### src/epi_pkg.sv
// shared types and constants of the energy peak interpolator
package epi_pkg;

	// result field widths
	localparam int INDEX_W   = 12;
	localparam int FRAC_W    = 16;
	localparam int STATUS_W  = 2;
	localparam int OUT_TDATA_W = 32;

	// fractional divide: one integer bit then this many fraction bits
	localparam int DIV_STEPS = 15;
	localparam int CNT_W     = $clog2(DIV_STEPS);

	// controller states
	typedef enum logic [2:0] {
		ST_RUN,
		ST_WAIT,
		ST_PREP,
		ST_INIT,
		ST_DIV,
		ST_DONE
	} state_t;

	// result status codes
	typedef enum logic [STATUS_W-1:0] {
		PS_OK       = 2'd0,
		PS_EDGE     = 2'd1,
		PS_FLAT     = 2'd2,
		PS_OVERFLOW = 2'd3
	} peak_status_t;

	// controller to datapath commands
	typedef struct packed {
		logic take;
		logic prep;
		logic init;
		logic step;
		logic load;
	} ctl_cmd_t;

	// datapath to controller status
	typedef struct packed {
		logic out_free;
	} dp_stat_t;

endpackage

### src/epi_ctrl.sv
// controller state machine of the energy peak interpolator
module epi_ctrl (
	input  logic                clk,
	input  logic                arst_n,
	input  logic                s_tvalid,
	input  logic                s_tlast,
	output logic                s_tready,
	input  epi_pkg::dp_stat_t   stat,
	output epi_pkg::ctl_cmd_t   cmd
);

	epi_pkg::state_t state_q, state_d;
	logic [epi_pkg::CNT_W-1:0] cnt_q;

	// state register
	always_ff @(posedge clk or negedge arst_n) begin
		if (!arst_n) begin
			state_q <= epi_pkg::ST_RUN;
		end else begin
			state_q <= state_d;
		end
	end

	// divide step counter
	always_ff @(posedge clk or negedge arst_n) begin
		if (!arst_n) begin
			cnt_q <= '0;
		end else if (state_q == epi_pkg::ST_INIT) begin
			cnt_q <= '0;
		end else if (state_q == epi_pkg::ST_DIV) begin
			cnt_q <= cnt_q + 1'b1;
		end
	end

	// next state
	always_comb begin
		state_d = state_q;
		unique case (state_q)
			epi_pkg::ST_RUN: begin
				if (s_tvalid && s_tlast) state_d = epi_pkg::ST_WAIT;
			end
			epi_pkg::ST_WAIT: state_d = epi_pkg::ST_PREP;
			epi_pkg::ST_PREP: state_d = epi_pkg::ST_INIT;
			epi_pkg::ST_INIT: state_d = epi_pkg::ST_DIV;
			epi_pkg::ST_DIV: begin
				if (cnt_q == epi_pkg::CNT_W'(epi_pkg::DIV_STEPS - 1)) state_d = epi_pkg::ST_DONE;
			end
			epi_pkg::ST_DONE: begin
				if (stat.out_free) state_d = epi_pkg::ST_RUN;
			end
			default: state_d = epi_pkg::ST_RUN;
		endcase
	end

	// outputs
	always_comb begin
		s_tready = 1'b0;
		cmd      = '0;
		unique case (state_q)
			epi_pkg::ST_RUN: begin
				s_tready = 1'b1;
				cmd.take = s_tvalid;
			end
			epi_pkg::ST_WAIT: ;
			epi_pkg::ST_PREP: cmd.prep = 1'b1;
			epi_pkg::ST_INIT: cmd.init = 1'b1;
			epi_pkg::ST_DIV:  cmd.step = 1'b1;
			epi_pkg::ST_DONE: cmd.load = stat.out_free;
			default: ;
		endcase
	end

endmodule

### src/epi_dp.sv
// datapath of the energy peak interpolator: energy, peak tracking, divider, result register
module epi_dp #(
	parameter int MAX_SAMPLES = 4096,
	parameter int SAMPLE_BITS = 24
) (
	input  logic                                clk,
	input  logic                                arst_n,
	input  logic signed [SAMPLE_BITS-1:0]       sample,
	input  epi_pkg::ctl_cmd_t                   cmd,
	output epi_pkg::dp_stat_t                   stat,
	input  logic                                m_tready,
	output logic                                m_tvalid,
	output logic [epi_pkg::INDEX_W-1:0]         peak_index,
	output logic signed [epi_pkg::FRAC_W-1:0]   peak_fraction,
	output logic [epi_pkg::STATUS_W-1:0]        peak_status
);

	localparam int EW = 2 * SAMPLE_BITS - 1;
	localparam int CW = $clog2(MAX_SAMPLES + 2);
	localparam int IW = $clog2(MAX_SAMPLES);
	localparam int QW = epi_pkg::DIV_STEPS + 1;

	// energy stage
	logic [SAMPLE_BITS-1:0]   raw, mag;
	logic [2*SAMPLE_BITS-1:0] prod;
	logic [EW-1:0]            energy_s1;
	logic                     valid_s1;

	assign raw  = sample;
	assign mag  = raw[SAMPLE_BITS-1] ? (~raw + 1'b1) : raw;
	assign prod = mag * mag;

	always_ff @(posedge clk or negedge arst_n) begin
		if (!arst_n) begin
			valid_s1 <= 1'b0;
		end else begin
			valid_s1 <= cmd.take;
		end
	end

	always_ff @(posedge clk) begin
		if (cmd.take) energy_s1 <= prod[EW-1:0];
	end

	// record tracking state
	logic [CW-1:0] count_q;
	logic [EW-1:0] prev_q, best_q, before_q, after_q;
	logic [IW-1:0] idx_q;
	logic          await_q;

	always_ff @(posedge clk or negedge arst_n) begin
		if (!arst_n) begin
			count_q  <= '0;
			prev_q   <= '0;
			best_q   <= '0;
			before_q <= '0;
			after_q  <= '0;
			idx_q    <= '0;
			await_q  <= 1'b0;
		end else if (cmd.prep) begin
			count_q  <= '0;
			prev_q   <= '0;
			best_q   <= '0;
			before_q <= '0;
			after_q  <= '0;
			idx_q    <= '0;
			await_q  <= 1'b0;
		end else if (valid_s1) begin
			if (count_q < CW'(MAX_SAMPLES)) begin
				if (count_q == '0) begin
					best_q   <= energy_s1;
					idx_q    <= '0;
					before_q <= '0;
					after_q  <= '0;
					await_q  <= 1'b1;
				end else begin
					if (await_q) begin
						after_q <= energy_s1;
						await_q <= 1'b0;
					end
					if (energy_s1 > best_q) begin
						best_q   <= energy_s1;
						idx_q    <= count_q[IW-1:0];
						before_q <= prev_q;
						await_q  <= 1'b1;
					end
				end
				prev_q  <= energy_s1;
				count_q <= count_q + 1'b1;
			end else begin
				count_q <= CW'(MAX_SAMPLES + 1);
			end
		end
	end

	// curvature and slope of the parabola
	logic [EW:0]   den_w;
	logic [EW-1:0] num_w;
	logic          pos_w;
	epi_pkg::peak_status_t status_w;

	assign den_w = ({1'b0, best_q} - {1'b0, before_q}) + ({1'b0, best_q} - {1'b0, after_q});
	assign pos_w = after_q >= before_q;
	assign num_w = pos_w ? (after_q - before_q) : (before_q - after_q);

	always_comb begin
		if (count_q > CW'(MAX_SAMPLES)) begin
			status_w = epi_pkg::PS_OVERFLOW;
		end else if (idx_q == '0 || await_q) begin
			status_w = epi_pkg::PS_EDGE;
		end else if (den_w == '0) begin
			status_w = epi_pkg::PS_FLAT;
		end else begin
			status_w = epi_pkg::PS_OK;
		end
	end

	// captured record result
	logic [EW:0]           num_q, den_q, rem_q;
	logic                  pos_q;
	logic [IW-1:0]         ridx_q;
	epi_pkg::peak_status_t rstat_q;
	logic [QW-1:0]         quo_q;
	logic [EW+1:0]         two_r;
	logic [EW+1:0]         diff_w;

	assign two_r  = {rem_q, 1'b0};
	assign diff_w = two_r - {1'b0, den_q};

	// restoring fractional divider, one quotient bit per cycle
	always_ff @(posedge clk) begin
		if (cmd.prep) begin
			num_q   <= {1'b0, num_w};
			den_q   <= den_w;
			pos_q   <= pos_w;
			ridx_q  <= idx_q;
			rstat_q <= status_w;
		end
		if (cmd.init) begin
			if (num_q >= den_q) begin
				quo_q <= QW'(1);
				rem_q <= '0;
			end else begin
				quo_q <= '0;
				rem_q <= num_q;
			end
		end else if (cmd.step) begin
			if (two_r >= {1'b0, den_q}) begin
				rem_q <= diff_w[EW:0];
				quo_q <= {quo_q[QW-2:0], 1'b1};
			end else begin
				rem_q <= two_r[EW:0];
				quo_q <= {quo_q[QW-2:0], 1'b0};
			end
		end
	end

	// rounding and sign of the offset
	logic [QW:0]                       quo_inc;
	logic [epi_pkg::FRAC_W-1:0]        frac_mag, frac_w;

	assign quo_inc  = {1'b0, quo_q} + 1'b1;
	assign frac_mag = epi_pkg::FRAC_W'(quo_inc >> 1);
	assign frac_w   = (rstat_q != epi_pkg::PS_OK) ? '0 :
		(pos_q ? frac_mag : (~frac_mag + 1'b1));

	// result register
	logic                               mv_q;
	logic [epi_pkg::INDEX_W-1:0]        pi_q;
	logic [epi_pkg::FRAC_W-1:0]         pf_q;
	epi_pkg::peak_status_t              ps_q;

	always_ff @(posedge clk or negedge arst_n) begin
		if (!arst_n) begin
			mv_q <= 1'b0;
		end else if (cmd.load) begin
			mv_q <= 1'b1;
		end else if (m_tready) begin
			mv_q <= 1'b0;
		end
	end

	always_ff @(posedge clk) begin
		if (cmd.load) begin
			pi_q <= epi_pkg::INDEX_W'(ridx_q);
			pf_q <= frac_w;
			ps_q <= rstat_q;
		end
	end

	assign stat.out_free = !mv_q || m_tready;
	assign m_tvalid      = mv_q;
	assign peak_index    = pi_q;
	assign peak_fraction = pf_q;
	assign peak_status   = ps_q;

`ifndef ASSERT_OFF
	// any non-ok result carries a zero offset
	a_frac_zero: assert property (@(posedge clk) disable iff (!arst_n)
		(mv_q && ps_q != epi_pkg::PS_OK) |-> (pf_q == '0))
		else $error("non-ok result with nonzero fraction");

	// offset stays within half a sample
	a_frac_range: assert property (@(posedge clk) disable iff (!arst_n)
		mv_q |-> ($signed(pf_q) <= 16'sd16384 && $signed(pf_q) >= -16'sd16384))
		else $error("fraction out of range");

	// divider remainder stays below the divisor
	a_rem_bound: assert property (@(posedge clk) disable iff (!arst_n)
		cmd.step |-> (den_q == '0 || rem_q < den_q))
		else $error("divider remainder not below divisor");
`endif

endmodule

### src/energy_peak_interpolator.sv
// Path from last sample accepted to result valid: squaring stage, tracking update,
// slope/curvature capture, divider setup, 15 divide steps, result load.
// Throughput: one sample per cycle within a record; the input is not ready while the
// 15-step serial divider runs. The result register frees the input while a
// result waits. Asynchronous active-low reset clears the record state and the valid flag.
// top level of the energy peak interpolator
module energy_peak_interpolator #(
	parameter int MAX_SAMPLES = 4096,
	parameter int SAMPLE_BITS = 24
) (
	input  logic                                    clk,
	input  logic                                    arst_n,
	input  logic                                    s_tvalid,
	output logic                                    s_tready,
	input  logic [((SAMPLE_BITS + 7) / 8) * 8 - 1:0] s_tdata, // sample
	input  logic                                    s_tlast,  // last
	output logic                                    m_tvalid,
	input  logic                                    m_tready,
	output logic [epi_pkg::OUT_TDATA_W-1:0]         m_tdata   // peak_index, peak_fraction, peak_status
);

	epi_pkg::ctl_cmd_t cmd;
	epi_pkg::dp_stat_t stat;

	logic [epi_pkg::INDEX_W-1:0]       peak_index;
	logic signed [epi_pkg::FRAC_W-1:0] peak_fraction;
	logic [epi_pkg::STATUS_W-1:0]      peak_status;

	// sequencer
	epi_ctrl u_ctrl (
		.clk      (clk),
		.arst_n   (arst_n),
		.s_tvalid (s_tvalid),
		.s_tlast  (s_tlast),
		.s_tready (s_tready),
		.stat     (stat),
		.cmd      (cmd)
	);

	// datapath
	epi_dp #(
		.MAX_SAMPLES (MAX_SAMPLES),
		.SAMPLE_BITS (SAMPLE_BITS)
	) u_dp (
		.clk           (clk),
		.arst_n        (arst_n),
		.sample        (s_tdata[SAMPLE_BITS-1:0]),
		.cmd           (cmd),
		.stat          (stat),
		.m_tready      (m_tready),
		.m_tvalid      (m_tvalid),
		.peak_index    (peak_index),
		.peak_fraction (peak_fraction),
		.peak_status   (peak_status)
	);

	// result packing, lowest field first
	assign m_tdata = {2'b00, peak_status, peak_fraction, peak_index};

endmodule
### config.mk
export PLATFORM = sky130hd
export DESIGN_NAME = energy_peak_interpolator
export DESIGN_NICKNAME = d
export VERILOG_FILES = /design/src/epi_pkg.sv /design/src/epi_ctrl.sv /design/src/epi_dp.sv /design/src/energy_peak_interpolator.sv
export SDC_FILE = /design/constraint.sdc
export NUM_CORES = 2
export LEC_CHECK = 0
export BUFFER_PORTS_ARGS = -buffer_cell sky130_fd_sc_hd__buf_2
export CORE_ASPECT_RATIO = 0.9
export CORE_UTILIZATION = 40
export CTS_CLUSTER_SIZE = 12
export DETAILED_ROUTE_END_ITERATION = 10
export GPL_TIMING_DRIVEN = 0
export HOLD_SLACK_MARGIN = 0.06
export PLACE_DENSITY_LB_ADDON = 0.15
export SETUP_SLACK_MARGIN = 0.05
export SLEW_MARGIN = 20
export SYNTH_ARGS = -nofsm -noshare
export SYNTH_HDL_FRONTEND = slang
export SYNTH_SLANG_ARGS = --single-unit
export TNS_END_PERCENT = 20
### constraint.sdc
create_clock -name clk -period 6.9 [get_ports clk]
set_input_delay 1.035 -clock clk [delete_from_list [all_inputs] [get_ports clk]]
set_output_delay 1.035 -clock clk [all_outputs]
set_load 0.01 [all_outputs]
# Word-level counts from Yosys, hierarchy flattened
# Index checks and enable logic that the tools add are counted.
# W data, S select, Z words.
totals:
  reg_bits: 474
  latch_bits: 0
  ramBits: 0
  romBits: 0
  inputBits: 29
  memories: 0
op_classes:
  addsub: 11
  n_mul: 1
  div: 0
  magnitude_cmp: 6
  eq_ne: 9
  n_shift: 0
  n_mux: 58
  bitwise_logic: 2
  reduce_logical: 21
ops:
  columns: ["operator", "count"]
  rows:
  - ["$mux W47", 20]
  - ["$mux W48", 3]
  - ["$sub A47 B47 Y48", 2]
  - ["$sub A47 B47 Y47", 2]
  - ["$mux W12", 5]
  - ["$ge A49 B48 Y1", 1]
  - ["$add A48 B48 Y48", 1]
  - ["$ge A47 B48 Y1", 1]
  - ["$logic_not A48 Y1", 1]
  - ["$mux W16", 3]
  - ["$sub A48 B48 Y48", 1]
  - ["$ge A47 B47 Y1", 1]
  - ["$gt A47 B47 Y1", 1]
  - ["$mul A24 B24 Y47", 1]
  - ["$mux W13", 3]
  - ["$add A24 B1 Y24 const B", 1]
  - ["$mux W24", 1]
  - ["$not A24 Y24", 1]
  - ["$pmux W3 S6", 1]
  - ["$add A16 B1 Y17 const B", 1]
  - ["$add A16 B1 Y16 const B", 1]
  - ["$not A16 Y16", 1]
  - ["$mux W1", 15]
  - ["$add A13 B1 Y13 const B", 1]
  - ["23 further kinds", 39]

# Depth between registers and ports, before layout
logic_depth:
  word_depth: 6
  ltp_mapped: 36

# Hierarchy
# A second synthesis with hierarchy kept.
hier_totals:
  cells_unflattened: 5180
  area_unflattened_um2: 49304.8
by_module_without_submodules:
  columns: ["mod", "instances", "cells_each", "area_each_um2", "seq_area_each_um2"]
  rows:
  - ["epi_dp", 1, 5139, 48899.4, 12912.4]
  - ["epi_ctrl", 1, 38, 386.6, 175.2]
  - ["energy_peak_interpolator", 1, 3, 18.8, 0.0]

# Worst setup path before layout
# No wires, ideal clock.
synth_path:
  kind: "input-to-reg"
  from: "input port s_tdata[0]"
  to: "register u_dp.energy_s1[46], data pin"
  setup_time_ps: 265
  arrival_ps: 8955
  t_required_ps: 6635
  setup_slack_ps: -2320
  path_stages: 33
  n_path_buf: 4
  cell_sequence: "clkbuf_1 > inv_1 > clkbuf_1 > ha_1 > nand3_1 > o31a_1 > xnor2_1 > clkinv_1 > clkbuf_1 > nand2_1 > fa_1 > fa_1 > inv_1 > fa_1 > inv_1 > fa_1 > fa_1 > inv_1 > fa_1 > fa_1 > ha_1 > clkbuf_1 > a21oi_1 > o221ai_1 > a21oi_1 > o21ai_0 > a21o_1 > a21o_1 > a21o_1 > nand3_1 > nand2_1 > a311oi_1 > xnor2_1"
synth_via:
  elab_chain_len: 4
synth_rtl:
  columns: ["item", "line_no", "rtl"]
  rows:
  - ["start: declaration", "energy_peak_interpolator.sv:15", "input logic [((SAMPLE_BITS + 7) / 8) * 8 - 1:0] s_tdata,"]
  - ["$not A24 Y24", "epi_dp.sv:30", "assign mag = raw[SAMPLE_BITS-1] ? (~raw + 1'b1) : raw;"]
  - ["$add A24 B1 Y24", "epi_dp.sv:30", null]
  - ["$mux W24 *", "epi_dp.sv:30", null]
  - ["$mul A24 B24 Y47 *", "epi_dp.sv:31", "assign prod = mag * mag;"]
  - ["via u_dp.prod[46]", "epi_dp.sv:25", "logic [2*SAMPLE_BITS-1:0] prod;"]
  - ["end signal: assignment", "epi_dp.sv:42", "if (cmd.take) energy_s1 <= prod[EW-1:0];"]
  - ["end: declaration", "epi_dp.sv:26", "logic [EW-1:0] energy_s1;"]
# The timed path passes the listed nets; every way through them passes the cells marked *.
# A chain may end at the register's enable or synchronous reset.

# Worst setup path in the final report
layout_path:
  from: "input port s_tdata[12]"
  to: "register u_dp.energy_s1[46], data pin"
# Same word-level chain as after synthesis.

==> metrics.yaml <==
drt_iter0_markers: 2328
violations: "setup timing"
drive_gt1_share_pct: 8.47
cts_buffers: 51
tightest_slew_ns: 1.09
synth_top_area_share_pct: 19.4
r2r_cells: 15
critPathTopFamily: "adder cells"
max-cap-violations: 0
netlist_instances: 5166
cp_data_arrival_time_ns: 8.93
drv_slew: 0
ys_warn_count: 0
cts_buffer_depth: 3
worst_path_max_delay_cell: "fa_1"
rows: 121
grt_start_max_net_pins: 78
synth_area_um2: 49000
htreeDepth: 2
dr.pass1.iters: 6
fmax_mhz: 117
worst-path-stages: 35
grt_pass1_vias: 37900
crit_buf_inv: 10
fillCellCount: 11800
groute.usage.overall_pct: 23.0
synth-simple-area-share_pct: 11.6
crit_top_cell: "fa_1"
synth_top_family_by_area: "adder cells"
final-setup-viol-count: 34
die_width_um: 371
rsz0062_at_grt: "yes"
die_h_um: 334
cts_root_buf: "clkbuf_16"
regArea_um2: 13100
clk_latency_ns: 0.64
routed_wl_um: 142000
hold_viol_final: 0
cts.sinks: 473
route.detailed.drc: 0
startpoint_type: "input port"
synthTopCellsByArea: "fa_1 (19%), edfxtp_1 (15%), ha_1 (13%)"
syn2layout_area_growth_pct: 12.6
ant_nets: 0
synth_edf_count: 250
antennaDiodeCount: 0
die_area_um2: 124000
io_buffers: 60
worstSetupStartpoint: "s_tdata[12]"
io_pins: 63
ys.flop_type: "edfxtp_1"
synth.avg_cell_area_um2: 9.48
synth_compound_area_share_pct: 16.0
worst_r2r_endpoint: "u_dp.rstat_q[1]"
synthAdderAreaFrac_pct: 32.2
worstSetupEndpoint: "u_dp.energy_s1[46]"
slew_headroom_pct: 26.9
fin_worst_skew_ns: 0.0310
gr-total-overflow: 0
r2r_start: "u_dp.before_q[26]"
ys_ff_latch: 473
cp.required_ns: 7.28
ys_types: 96
worstPathMaxFanout: 7
hpwl_um: 118000
post-route-period-util_pct: 124
status: "finished, violations left"
cp_slowest_stage_delay_ns: 0.54
cp-end-kind: "register"
synthArstFlopShare_pct: 47.1
cts.reportedPaths.clkPinSlew_ns: 0.06
route.vias.total: 37100
synth_xor_area_share_pct: 4.10
setup_slack_ns: -1.66
nNetsFinal: 6378
core-area_um2: 121000
grt_pass1_wl_um: 220000
cts_tree: "yes"
hp-class: "in2async"
dpl-instance-area_um2: 52000
stdcell_area_um2: 55100
period_needed_ns: 8.56
multi_input_area_um2: 32900
avgRoutedWirePerCell_um: 20.2
initial_core_util_pct: 40.4
r2r_slack_ns: 0.88
worstSetupPathType: "in2reg"
antenna_found_initial: 1
synth_area_leader_cell: "fa_1"
seq_area_frac_synth_pct: 26.7
cts_hold_buffers: 0
holdWs_ns: 0.347
finalWeightedCongestion: 0.942
muxShareOfSynthArea_pct: 0.994
vias_per_cell: 5.29
[Yosys cell counts (all sizes together) (10+ instances only)]
library cell,count
a22o,163
fa,475
nand2,375
nand2b,35
o21a,43
a21o,129
dfrtp,223
a211oi,27
o21bai,41
a211o,14
nor3b,10
and3,31
o211ai,19
or2,11
inv,863
nor2b,35
xor2,72
or3,21
xnor2,157
o2bb2ai,23
a2111oi,17
nor4,30
clkbuf,163
nor2,375
mux2i,43
nor3,63
edfxtp,250
o31a,10
buf,38
nand4,62
nand3,78
and4,10
ha,502
o31ai,31
a31oi,28
a21oi,304
o21ai,200
or4,10
and2,39
[state kept, by name (all words and copies together), names as in the netlist, 13 cells and up]
register	cells
u_dp.after_q	47
u_dp.quo_q	16
u_dp.rem_q	48
u_dp.count_q	13
u_dp.energy_s1	46
u_dp.best_q	47
u_dp.before_q	47
u_dp.peak_fraction	16
u_dp.den_q	48
u_dp.num_q	47
u_dp.prev_q	47
[worst min path at each step]
stage | start | to | slack [ns] | cells past startpoint
6_report | arst_n | u_ctrl.state_q[2] | 0.35 | 1
5_1_grt | arst_n | u_dp.m_tvalid | 0.38 | 1
4_1_cts | arst_n | u_dp.m_tvalid | 0.35 | 1
3_5_place_dp | u_dp.ridx_q[5] | u_dp.peak_index[5] | 0.41 | 0
3_3_place_gp | u_dp.ridx_q[8] | u_dp.peak_index[8] | 0.40 | 0
2_1_floorplan | u_dp.ridx_q[0] | u_dp.peak_index[0] | 0.40 | 0
[routing by layer]
layer	up-vias	share of wire [%]	GRT usage, %
li1	17900	-	-
met1	18100	47	32.4
met2	928	46	37.3
met3	182	4.6	2.18
met4	0	3.0	6.71
met5	-	0	0
[area by class of cell]
type / instances / share of cell area [%]
Multi-Input combinational cell: 3641 / 59.6
Sequential cell: 473 / 23.7
Inverter: 868 / 5.98
Tap cell: 1599 / 3.63
Clock buffer: 75 / 2.70
Buffer: 201 / 2.09
Timing Repair Buffer: 136 / 1.92
Clock inverter: 15 / 0.340
[cells by family after synthesis]
logic type      Yosys count
simple gates           1212
xor+xnor                229
other cells               2
mux                      48
fa+ha+maj               977
flops                   473
compound gates         1156
buf+inv                1069
[stage by stage]
stage / instances / setup TNS [ns] / util [%] / setup WS (ns)
6_report: 7008 / -37.47 / 45.5 / -1.66
2_1_floorplan: 5183 / -41.03 / - / -1.68
3_5_place_dp: 6850 / -113.36 / 42.9 / -3.86
3_3_place_gp: 6842 / -123.25 / 42.7 / -3.99
5_1_grt: 7008 / -46.92 / 45.5 / -1.96
4_1_cts: 6997 / -36.13 / 45.3 / -1.65
[placed cells by master, fill, tap and decap left out, types with 74 or more instances in the layout]
cell type  instances
inv_1            839
ha_1             488
fa_1             470
nand2_1          363
nor2_1           359
a21oi_1          294
edfxtp_1         250
dfrtp_1          223
o21ai_0          185
a22o_1           163
xnor2_1          147
clkbuf_1         140
a21o_1           129
buf_2             76
buf_4             74
[what timing repair did]
action / in CTS / in global routing
endpoints found under the setup margin: 40 / 35
gates resized for setup: 178 / 43
pin swaps: 72 / 25
setup buffers: 57 / 11
Power is left out: the tool's default activity adds up to more than one toggle a clock period on the data nets, which glitch-free logic cannot reach.
